### config.mk
export PLATFORM = sky130hd
export DESIGN_NAME = markup_tag_content_extractor
export DESIGN_NICKNAME = d
export VERILOG_FILES = /design/src/sv/mte_pkg.sv /design/src/sv/mte_front.sv /design/src/sv/mte_queue.sv /design/src/sv/mte_back.sv /design/src/sv/markup_tag_content_extractor.sv
export SDC_FILE = /design/constraint.sdc
export NUM_CORES = 1
export LEC_CHECK = 0
export ABC_AREA = 1
export BUFFER_PORTS_ARGS = -buffer_cell sky130_fd_sc_hd__buf_2
export CAP_MARGIN = 20
export CORE_MARGIN = 4
export CORE_UTILIZATION = 45
export CTS_BUF_LIST = sky130_fd_sc_hd__clkbuf_4 sky130_fd_sc_hd__clkbuf_8 sky130_fd_sc_hd__clkbuf_16
export DETAILED_ROUTE_END_ITERATION = 7
export HOLD_SLACK_MARGIN = 0.12
export PLACE_DENSITY = 0.72
export SKIP_CTS_REPAIR_TIMING = 1
export SLEW_MARGIN = 20
export SYNTH_ARGS = -nofsm -noshare
export SYNTH_HDL_FRONTEND = slang
export SYNTH_SLANG_ARGS = --single-unit
export TNS_END_PERCENT = 20
### constraint.sdc
create_clock -name clk -period 4.1 [get_ports clk]
set_clock_uncertainty 0.1 [all_clocks]
set_input_delay 1.23 -clock clk [delete_from_list [all_inputs] [get_ports clk]]
set_output_delay 1.23 -clock clk [all_outputs]
set_load 0.01 [all_outputs]
### src/sv/mte_pkg.sv
// ----------------------------------------------------------------------------
// mte_pkg
// Types and constants shared by the markup tag content extractor modules.
// ----------------------------------------------------------------------------
package mte_pkg;

  localparam int unsigned MaxName  = 8;
  localparam int unsigned NameIdxW = 4;
  localparam int unsigned CfgIdxW  = 8;

  localparam logic [7:0] CharLt      = 8'h3C;
  localparam logic [7:0] CharGt      = 8'h3E;
  localparam logic [7:0] CharSpace   = 8'h20;
  localparam logic [7:0] CharNewline = 8'h0A;

  localparam logic [CfgIdxW-1:0] RegTagChars = 8'd0;
  localparam logic [CfgIdxW-1:0] RegTagLen   = 8'd1;

  typedef enum logic [1:0] {
    MODE_OUTSIDE = 2'd0,
    MODE_NAME    = 2'd1,
    MODE_ATTR    = 2'd2,
    MODE_CONTENT = 2'd3
  } scan_mode_t;

  // one accepted byte's worth of output work
  typedef struct packed {
    logic       emit_byte;
    logic       emit_end;
    logic [7:0] data;
  } op_t;

  function automatic logic [7:0] fold_case(input logic [7:0] c);
    logic [7:0] r;
    r = c;
    if (c >= 8'h41 && c <= 8'h5A) begin
      r = c + 8'h20;
    end
    return r;
  endfunction

endpackage

### src/sv/mte_front.sv
// ----------------------------------------------------------------------------
// mte_front
// Holds the tag configuration, tracks the scan state byte by byte and turns
// each accepted byte that yields result items into an output operation.
// ----------------------------------------------------------------------------
module mte_front (
  input  logic                          clk,
  input  logic                          rst,
  input  logic                          take,
  input  logic [7:0]                    in_byte,
  input  logic                          end_of_stream,
  input  logic                          cfg_write,
  input  logic [mte_pkg::CfgIdxW-1:0]   cfg_index,
  input  logic [63:0]                   cfg_data,
  output logic                          op_valid,
  output mte_pkg::op_t                  op
);

  logic [63:0]                        tag_chars;
  logic [3:0]                         tag_len;
  mte_pkg::scan_mode_t                scan_mode, scan_mode_next;
  logic [mte_pkg::NameIdxW-1:0]       name_index, name_index_next;
  logic                               name_mismatch, name_mismatch_next;
  logic                               head_matched, head_matched_next;
  logic [7:0]                         want;
  logic                               name_ok;

  always_ff @(posedge clk) begin
    if (rst) begin
      tag_chars <= '0;
      tag_len   <= 4'd1;
    end else if (cfg_write) begin
      if (cfg_index == mte_pkg::RegTagChars) begin
        tag_chars <= cfg_data;
      end else if (cfg_index == mte_pkg::RegTagLen) begin
        tag_len <= cfg_data[3:0];
      end
    end
  end

  always_ff @(posedge clk) begin
    if (rst) begin
      scan_mode     <= mte_pkg::MODE_OUTSIDE;
      name_index    <= '0;
      name_mismatch <= 1'b0;
      head_matched  <= 1'b0;
    end else if (take) begin
      scan_mode     <= scan_mode_next;
      name_index    <= name_index_next;
      name_mismatch <= name_mismatch_next;
      head_matched  <= head_matched_next;
    end
  end

  assign want    = tag_chars[{name_index[2:0], 3'b000} +: 8];
  assign name_ok = !name_mismatch && (name_index == tag_len);

  always_comb begin
    scan_mode_next     = scan_mode;
    name_index_next    = name_index;
    name_mismatch_next = name_mismatch;
    head_matched_next  = head_matched;
    op.emit_byte       = 1'b0;
    op.emit_end        = 1'b0;
    op.data            = in_byte;
    case (scan_mode)
      mte_pkg::MODE_OUTSIDE: begin
        if (in_byte == mte_pkg::CharLt) begin
          scan_mode_next     = mte_pkg::MODE_NAME;
          name_index_next    = '0;
          name_mismatch_next = 1'b0;
          head_matched_next  = 1'b0;
        end
      end
      mte_pkg::MODE_NAME: begin
        if (in_byte == mte_pkg::CharSpace) begin
          head_matched_next = name_ok;
          scan_mode_next    = mte_pkg::MODE_ATTR;
        end else if (in_byte == mte_pkg::CharGt) begin
          scan_mode_next = name_ok ? mte_pkg::MODE_CONTENT : mte_pkg::MODE_OUTSIDE;
        end else if (name_index >= mte_pkg::NameIdxW'(mte_pkg::MaxName)) begin
          name_mismatch_next = 1'b1;
        end else begin
          if (name_index >= tag_len ||
              mte_pkg::fold_case(in_byte) != mte_pkg::fold_case(want)) begin
            name_mismatch_next = 1'b1;
          end
          name_index_next = name_index + 1'b1;
        end
      end
      mte_pkg::MODE_ATTR: begin
        if (in_byte == mte_pkg::CharGt) begin
          scan_mode_next = head_matched ? mte_pkg::MODE_CONTENT : mte_pkg::MODE_OUTSIDE;
        end
      end
      mte_pkg::MODE_CONTENT: begin
        if (in_byte == mte_pkg::CharLt) begin
          op.emit_end        = 1'b1;
          scan_mode_next     = mte_pkg::MODE_NAME;
          name_index_next    = '0;
          name_mismatch_next = 1'b0;
          head_matched_next  = 1'b0;
        end else begin
          op.emit_byte = 1'b1;
        end
      end
      default: begin
        scan_mode_next = mte_pkg::MODE_OUTSIDE;
      end
    endcase
    if (end_of_stream) begin
      if (scan_mode_next == mte_pkg::MODE_CONTENT) begin
        op.emit_end = 1'b1;
      end
      scan_mode_next     = mte_pkg::MODE_OUTSIDE;
      name_index_next    = '0;
      name_mismatch_next = 1'b0;
      head_matched_next  = 1'b0;
    end
    op_valid = take && (op.emit_byte || op.emit_end);
  end

endmodule

### src/sv/mte_queue.sv
// ----------------------------------------------------------------------------
// mte_queue
// Short register queue of output operations between front and back.
// ----------------------------------------------------------------------------
module mte_queue #(
  parameter int unsigned DEPTH = 4
) (
  input  logic         clk,
  input  logic         rst,
  input  logic         wr_en,
  input  mte_pkg::op_t wr_op,
  input  logic         rd_en,
  output mte_pkg::op_t rd_op,
  output logic         not_empty,
  output logic         is_full
);

  localparam int unsigned PtrW = (DEPTH > 1) ? $clog2(DEPTH) : 1;
  localparam int unsigned CntW = $clog2(DEPTH + 1);

  mte_pkg::op_t    slots [DEPTH];
  logic [PtrW-1:0] wr_ptr, rd_ptr;
  logic [CntW-1:0] count;

  always_ff @(posedge clk) begin
    if (wr_en) begin
      slots[wr_ptr] <= wr_op;
    end
  end

  always_ff @(posedge clk) begin
    if (rst) begin
      wr_ptr <= '0;
      rd_ptr <= '0;
      count  <= '0;
    end else begin
      if (wr_en) begin
        wr_ptr <= (wr_ptr == PtrW'(DEPTH - 1)) ? '0 : wr_ptr + 1'b1;
      end
      if (rd_en) begin
        rd_ptr <= (rd_ptr == PtrW'(DEPTH - 1)) ? '0 : rd_ptr + 1'b1;
      end
      if (wr_en && !rd_en) begin
        count <= count + 1'b1;
      end else if (rd_en && !wr_en) begin
        count <= count - 1'b1;
      end
    end
  end

  assign rd_op     = slots[rd_ptr];
  assign not_empty = (count != '0);
  assign is_full   = (count == CntW'(DEPTH));

`ifndef SYNTHESIS
  a_no_overflow: assert property (@(posedge clk) disable iff (rst)
    is_full |-> !wr_en || rd_en)
    else $error("queue written while full");
  a_no_underflow: assert property (@(posedge clk) disable iff (rst)
    rd_en |-> not_empty)
    else $error("queue read while empty");
  a_count_bound: assert property (@(posedge clk) disable iff (rst)
    count <= CntW'(DEPTH))
    else $error("queue count out of range");
`endif

endmodule

### src/sv/mte_back.sv
// ----------------------------------------------------------------------------
// mte_back
// Takes operations from the queue and presents their result items one at a
// time from an output register.
// ----------------------------------------------------------------------------
module mte_back (
  input  logic         clk,
  input  logic         rst,
  input  mte_pkg::op_t q_op,
  input  logic         q_not_empty,
  output logic         q_rd,
  input  logic         pop,
  output logic         empty,
  output logic [7:0]   out_byte,
  output logic         record_end
);

  logic       byte_pend;
  logic       end_pend;
  logic [7:0] held_byte;
  logic       slot_free;

  assign empty     = !(byte_pend || end_pend);
  assign slot_free = empty || (pop && !(byte_pend && end_pend));
  assign q_rd      = slot_free && q_not_empty;

  always_ff @(posedge clk) begin
    if (rst) begin
      byte_pend <= 1'b0;
      end_pend  <= 1'b0;
    end else if (q_rd) begin
      byte_pend <= q_op.emit_byte;
      end_pend  <= q_op.emit_end;
    end else if (slot_free) begin
      byte_pend <= 1'b0;
      end_pend  <= 1'b0;
    end else if (pop) begin
      byte_pend <= 1'b0;
    end
  end

  always_ff @(posedge clk) begin
    if (q_rd) begin
      held_byte <= q_op.data;
    end
  end

  assign out_byte   = byte_pend ? held_byte : mte_pkg::CharNewline;
  assign record_end = !byte_pend;

endmodule

### src/sv/markup_tag_content_extractor.sv
// ----------------------------------------------------------------------------
// markup_tag_content_extractor
// Extracts the text of every tag whose name matches the configured name.
//
//   channel   direction  handshake              payload
//   input     in         push / full            in_byte, end_of_stream
//   result    out        empty / pop            out_byte, record_end
//   config    in         cfg_valid / cfg_ready  cfg_index, cfg_data
//
// One byte is accepted per cycle while full is low; the scan state registers
// on each accepted byte. A byte yields zero, one or two result items, delivered
// one per cycle from the output register while pop is held; the operation queue
// (QUEUE_DEPTH entries) absorbs bursts. Each operation passes through the queue
// into the output register. Reset clears scan state, queue and output;
// tag_chars = 0, tag_len = 1. full rises when the queue fills: pop held low,
// or two-item bytes outpacing pop.
module markup_tag_content_extractor #(
  parameter int unsigned QUEUE_DEPTH = 4
) (
  input  logic                        clk,
  input  logic                        rst,
  input  logic                        push,
  output logic                        full,
  input  logic [7:0]                  in_byte,
  input  logic                        end_of_stream,
  output logic                        empty,
  input  logic                        pop,
  output logic [7:0]                  out_byte,
  output logic                        record_end,
  input  logic                        cfg_valid,
  output logic                        cfg_ready,
  input  logic [mte_pkg::CfgIdxW-1:0] cfg_index,
  input  logic [63:0]                 cfg_data
);

  logic         take;
  logic         op_valid;
  mte_pkg::op_t front_op;
  mte_pkg::op_t q_op;
  logic         q_not_empty;
  logic         q_rd;

  assign cfg_ready = 1'b1;
  assign take      = push && !full;

  mte_front u_front (
    .clk           (clk),
    .rst           (rst),
    .take          (take),
    .in_byte       (in_byte),
    .end_of_stream (end_of_stream),
    .cfg_write     (cfg_valid && cfg_ready),
    .cfg_index     (cfg_index),
    .cfg_data      (cfg_data),
    .op_valid      (op_valid),
    .op            (front_op)
  );

  mte_queue #(
    .DEPTH (QUEUE_DEPTH)
  ) u_queue (
    .clk       (clk),
    .rst       (rst),
    .wr_en     (op_valid),
    .wr_op     (front_op),
    .rd_en     (q_rd),
    .rd_op     (q_op),
    .not_empty (q_not_empty),
    .is_full   (full)
  );

  mte_back u_back (
    .clk         (clk),
    .rst         (rst),
    .q_op        (q_op),
    .q_not_empty (q_not_empty),
    .q_rd        (q_rd),
    .pop         (pop),
    .empty       (empty),
    .out_byte    (out_byte),
    .record_end  (record_end)
  );

`ifndef SYNTHESIS
  a_end_is_newline: assert property (@(posedge clk) disable iff (rst)
    (!empty && record_end) |-> (out_byte == mte_pkg::CharNewline))
    else $error("record end without newline");
  a_reset_empty: assert property (@(posedge clk)
    rst |=> empty)
    else $error("result pending after reset");
  a_full_has_output: assert property (@(posedge clk) disable iff (rst)
    full |-> !empty)
    else $error("queue full while output register idle");
`endif

endmodule

---- After elaboration in Yosys (flattened, before gate mapping) ----
Memories as Yosys holds them, arrays and structs flattened. A register that Yosys moved wholly into a read port is not among the register bits.
Cells that the tools add are included.
Widths: inputs -> output; s select.
cells by class
  add/sub/neg operators ................... 7
  $mul .................................... 0
  div/mod/pow operators ................... 0
  magnitude comparators ................... 6
  eq/ne operators ......................... 19
  shift-type cells ........................ 1
  multiplexer cells ....................... 53
  bitwise gates (word level) .............. 1
  reduce and logical (&&, ||, !) cells .... 34
operator list
  cell                 number
  $mux 8               11
  $shiftx 64x7->8      1
  $eq 8x6->1 const B   3
  $mux 2               12
  $mux 4               5
  $mux 1               19
  $add 8x6->8 const B  2
  $ge 8x7->1 const B   2
  $le 8x7->1 const B   2
  $reduce_and 6->1     2
  $eq 2x2->1 const B   5
  $logic_and 1x1->1    10
  $ne 3x3->1 const B   3
  $reduce_bool 3->1    3
  $eq 8x1->1 const B   1
  $logic_not 8->1      1
  $ne 8x8->1           1
  $pmux 4 s2           1
  $logic_not 1->1      7
  $mux 3               2
  $pmux 2 s3           1
  $add 2x1->2 const B  2
  $add 4x1->4 const B  1
  $eq 4x4->1           1
  18 further kinds     23
storage, ports and cells
  flip-flop bits (word level) ............. 93
  latch bits .............................. 0
  bits in writable memories ............... 40
  bits in read-only memories .............. 0
  bits of input ports ..................... 86
  output and inout port bits .............. 12
  logic and storage cells ................. 134
  memories kept ........................... 1
memories
  name           words  bits a word  read ports  clocked after memory_dff  write ports  line             text
  u_queue.slots  4      10           1           1                         1            mte_queue.sv:21  mte_pkg::op_t slots [DEPTH];

---- Depth between registers and ports, before layout ----
  depth in word-level cells ............... 16
  depth in mapped cells ................... 21
  depth with buffers taken out ............ 21

---- Hierarchy ----
From an unflattened synthesis, not the netlist that was laid out.
unflattened totals
  cells, all modules ...................... 887
  area total of the unflattened synthesis .. 6977.9 µm²
by module, submodules not included
  module                        times used  cells an instance  area each (µm²)  sequential area each (µm²)
  mte_front                     1           688                4538.1           1521.5
  mte_queue                     1           157                1981.9           1381.3
  mte_back                      1           38                 436.7            280.3
  markup_tag_content_extractor  1           4                  21.3             0.0

---- Worst setup path after synthesis ----
No wires, ideal clock.
  kind .................................... in2reg
  start ................................... input port in_byte[6]
  end ..................................... register u_queue.count[2]
  library setup time ...................... 0.122 ns
  arrival ................................. 3.319 ns
  data required time ...................... 3.878 ns
  setup slack ............................. 0.559 ns
  stages .................................. 16
  path buffers ............................ 0
  cells stage by stage .................... nor2_1 > nand3_1 > nor3_2 > nor2_1 > o31ai_1 > nand3_1 > nand2_1 > nand2_1 > inv_1 > ha_1 > inv_1 > fa_1 > a21oi_1 > o21ai_0 > o21ai_0 > a21oi_1
on the way
  cells in the longest elaborated chain, start to end .. 12
  elaborated cells between the ends (all ways) .. 21
  classes of those cells .................. eq/ne (4); mux (11); reduce/logical (6)
ends and longest elaborated chain
  what                         line                                text
  start, declared              markup_tag_content_extractor.sv:24  input logic [7:0] in_byte,
  $eq 8x6->1                   mte_front.sv:79, mte_front.sv:92
  $mux 2                       mte_front.sv:79                     end else if (in_byte == mte_pkg::CharGt) begin
  $mux 2                       mte_front.sv:76                     if (in_byte == mte_pkg::CharSpace) begin
  $pmux 2 s3                   mte_front.sv:66                     case (scan_mode)
  $eq 2x2->1                   mte_front.sv:112                    if (scan_mode_next == mte_pkg::MODE_CONTENT) begin
  $mux 1                       mte_front.sv:112
  $mux 1                       mte_front.sv:111                    if (end_of_stream) begin
  $logic_or 1x1->1 *           mte_front.sv:120                    op_valid = take && (op.emit_byte || op.emit_end);
  $logic_and 1x1->1 *          mte_front.sv:120
  via op_valid                 markup_tag_content_extractor.sv:37  logic op_valid;
  $logic_not 1->1              mte_queue.sv:45                     end else if (rd_en && !wr_en) begin
  $logic_and 1x1->1            mte_queue.sv:45
  $reduce_bool 2->1 (no line)  --
  end signal, assigned         mte_queue.sv:44                     count <= count + 1'b1;
  end signal, assigned         mte_queue.sv:46                     count <= count - 1'b1;
  end, declared                mte_queue.sv:23                     logic [CntW-1:0] count;
Mark *: on every way through the listed nets, which the timed path passes. The rest lies on a longest branch.
A chain may end at the register's enable or synchronous reset.

---- Final worst setup path ----
Same ends and word-level chain as after synthesis.

==> impl_metrics.tcl <==
set metrics [dict create \
    status "finished, final reports clean" \
    peakVddDrop_v 0.000292 \
    grt_setup_unrepaired "no" \
    synth.yosys.warnings 0 \
    hp-class "flop to flop" \
    antenna_found_initial 0 \
    drt_pass1_iterations 4 \
    place_area_um2 7400 \
    fp.dieW_um 131 \
    grt_pass1_wl_um 25500 \
    drc 0 \
    drv_slew 0 \
    crit_slowest_cell "fa_1" \
    grtUsageTotal_pct 17.9 \
    clock_sinks 135 \
    crit_path_end_kind "flop" \
    synth.yosys.seq_area_share_pct 46.7 \
    syn-cell-area_um2 6820 \
    cp.depth 17 \
    vias_per_cell 4.89 \
    coreArea_um2 14700 \
    cp_slowest_stage_delay_ns 0.37 \
    crit_start "in_byte[6]" \
    grt_max_degree 129 \
    cp_top_family "simple AND/OR/NAND/NOR gates" \
    synth_cells 880 \
    wl_per_cell_um 12.8 \
    ys_types 40 \
    r2r-end "u_queue.count[2]$_SDFFE_PP0P_" \
    fin_crit_ns 3.66 \
    clockBufferDepth 2 \
    synth_top_area_share_pct 25.5 \
    tns_ns 0 \
    synth-async-reset-ratio_pct 0 \
    grt-ovfl-total 0 \
    port_buffers 96 \
    setup_viol 0 \
    hpwl_um 10400 \
    yosysTopAreaCell "dfxtp_1" \
    row_count 44 \
    crit_end "u_queue.count[2]$_SDFFE_PP0P_" \
    fp.dieArea_um2 17200 \
    cp.arrival_ns 3.87 \
    ys_top_cells_by_area "dfxtp_1 (26%), edfxtp_1 (21%), nand2_1 (10%)" \
    synth_common_cells "nand2_1 (187), inv_1 (125), dfxtp_1 (87), nor2_1 (79), a21oi_1 (77)" \
    insertion_delay_ns 0.42 \
    routabilityCongestion 0.844 \
    drive_above_1_share_pct 21.9 \
    drt_wl_total_um 15000 \
    cts_buffers 17 \
    clk_pin_slew_ns 0.05 \
    grt_pass1_vias 5350 \
    yosys.cell_count.top_type "nand2_1" \
    vias 5688 \
    cp-start-kind "input pin" \
    slew_headroom_pct 48.6 \
    start_util_pct 46.4 \
    antennaDiodeCount 0 \
    synth_nets 985 \
    fin_area_um2 8000 \
    clockRootBuffer "clkbuf_16" \
    final_nets 1072 \
    cp_cell_sequence "buf_2, nor2_1, nand3_1, nor3_2, nor2_1, o31ai_1, nand3_1, nand2_1, nand2_1, inv_1, ha_1, inv_1, fa_1, a21oi_1, o21ai_0, o21ai_0, a21oi_1" \
    hold_viol 0 \
    ant_nets 0 \
    area_growth_pct 17.4 \
    worstPathRequired_ns 4.30 \
    io_pins 98 \
    synth.avg_cell_area_um2 7.75 \
    leakage_nw 3.38 \
    cts_tree "yes" \
    cts.htree.levels 4 \
    fin_total_pwr_mw 3.70 \
    fmax_mhz 273 \
    path_buf_inv 3 \
    r2r_slack_ns 0.72 \
    reg2reg_from "u_front.name_index[0]$_SDFFE_PP0P_" \
    ys_ff_latch 135 \
    drt-initial-drc-count 279 \
    post-route-period-util_pct 89.4 \
    ff2ff_path_depth 19 \
    synth-main-ff-cell "dfxtp_1" \
    synth-edff-count 48 \
    maxCapViolations 0 \
    worstPathMaxFanout 5 \
    die-height_um 131 \
    tightest_slew_ns 0.771 \
    worst-setup-path-type "input pin to flop" \
    power.density_nw_per_um2 463 \
]
[layout by cell type (no fill, tap or decap), types with 8 or more instances in the layout]
cell type and count:
clkbuf_16 19, buf_2 96, edfxtp_1 48, ha_1 18, o22ai_1 12, or2_2 56
nand4_1 8, o21ai_1 9, a21oi_1 77, nand3_1 56, a211oi_1 12, nor2_1 79
o21ai_0 34, buf_4 12, nand2_1 187, dfxtp_1 87, inv_1 125
[state kept, by name, indices dropped and copies added (netlist names), named ones only]
register               flops
u_front.scan_mode          2
u_back.held_byte           8
u_front.name_index         4
u_queue.wr_ptr             2
u_front.head_matched       1
u_front.tag_chars         64
u_front.name_mismatch      1
u_back.end_pend            1
u_queue.rd_ptr             2
u_front.tag_len            4
u_queue.slots             40
u_back.byte_pend           1
u_queue.count              3
[worst min-delay path by stage]
stage / from / to / slack (ns) / cells after the start
floorplan: u_front.tag_len[2]$_SDFFE_PP0P_ / u_front.tag_len[2]$_SDFFE_PP0P_ / 0.33 / 2
global placement: u_front.tag_len[2]$_SDFFE_PP0P_ / u_front.tag_len[2]$_SDFFE_PP0P_ / 0.35 / 2
detailed placement: u_front.tag_len[1]$_SDFFE_PP0P_ / u_front.tag_len[1]$_SDFFE_PP0P_ / 0.36 / 2
CTS: u_front.tag_len[1]$_SDFFE_PP0P_ / u_front.tag_len[1]$_SDFFE_PP0P_ / 0.37 / 2
global route: u_front.head_matched$_SDFFE_PP0P_ / u_front.head_matched$_SDFFE_PP0P_ / 0.39 / 2
finish: u_front.tag_len[1]$_SDFFE_PP0P_ / u_front.tag_len[1]$_SDFFE_PP0P_ / 0.36 / 2
[power by group]
group	switching (mW)	total [mW]	internal, mW
logic	0.407	0.623	0.216
registers	0.0687	1.57	1.50
clock network	0.569	1.51	0.943
[cell families (layout without fill, tap and decap cells)]
kind of cell	Yosys count	after routing	share of synthesized area (%)
other cells	1	1	0.0550
buf+inv	169	269	10.7
flops	135	135	46.7
simple gates	406	406	27.0
compound gates	148	148	11.7
fa+ha+maj	19	19	3.60
xor+xnor	2	2	0.257
[per-layer routing]
metal / GRT usage, % / up-vias / wire length (um)
li1: - / 2989 / -
met1: 23.9 / 2550 / 7040
met2: 28.5 / 124 / 6850
met3: 4.43 / 25 / 768
met4: 6.18 / 0 / 290
met5: 0 / - / 0
[per-stage QoR]
step | hold WS, ns | std cells | setup slack [ns] | util [%]
finish | 0.364 | 1164 | 0.436 | 54.5
global route | 0.392 | 1164 | 0.00370 | 54.5
CTS | 0.368 | 1164 | 0.437 | 54.5
detailed placement | 0.360 | 1132 | 0.00115 | 50.4
global placement | 0.347 | 1132 | 0.0748 | 50.4
floorplan | 0.333 | 880 | 0.559 | -
[area by class of cell]
class	instances	area, um2
tap	184	230
fill	1347	6700
sequential	135	3180
inverter	128	488
multi-input combinational	576	2910
clock inverter	10	88.8
timing repair buffer	109	591
clock buffer	22	510
[worst min-delay path: stages (launching register included)]
cell,delay [ns]
dfxtp_1,0.29
inv_1,0.07
a21oi_1,0.06
Power figures use the tool's default switching activity.
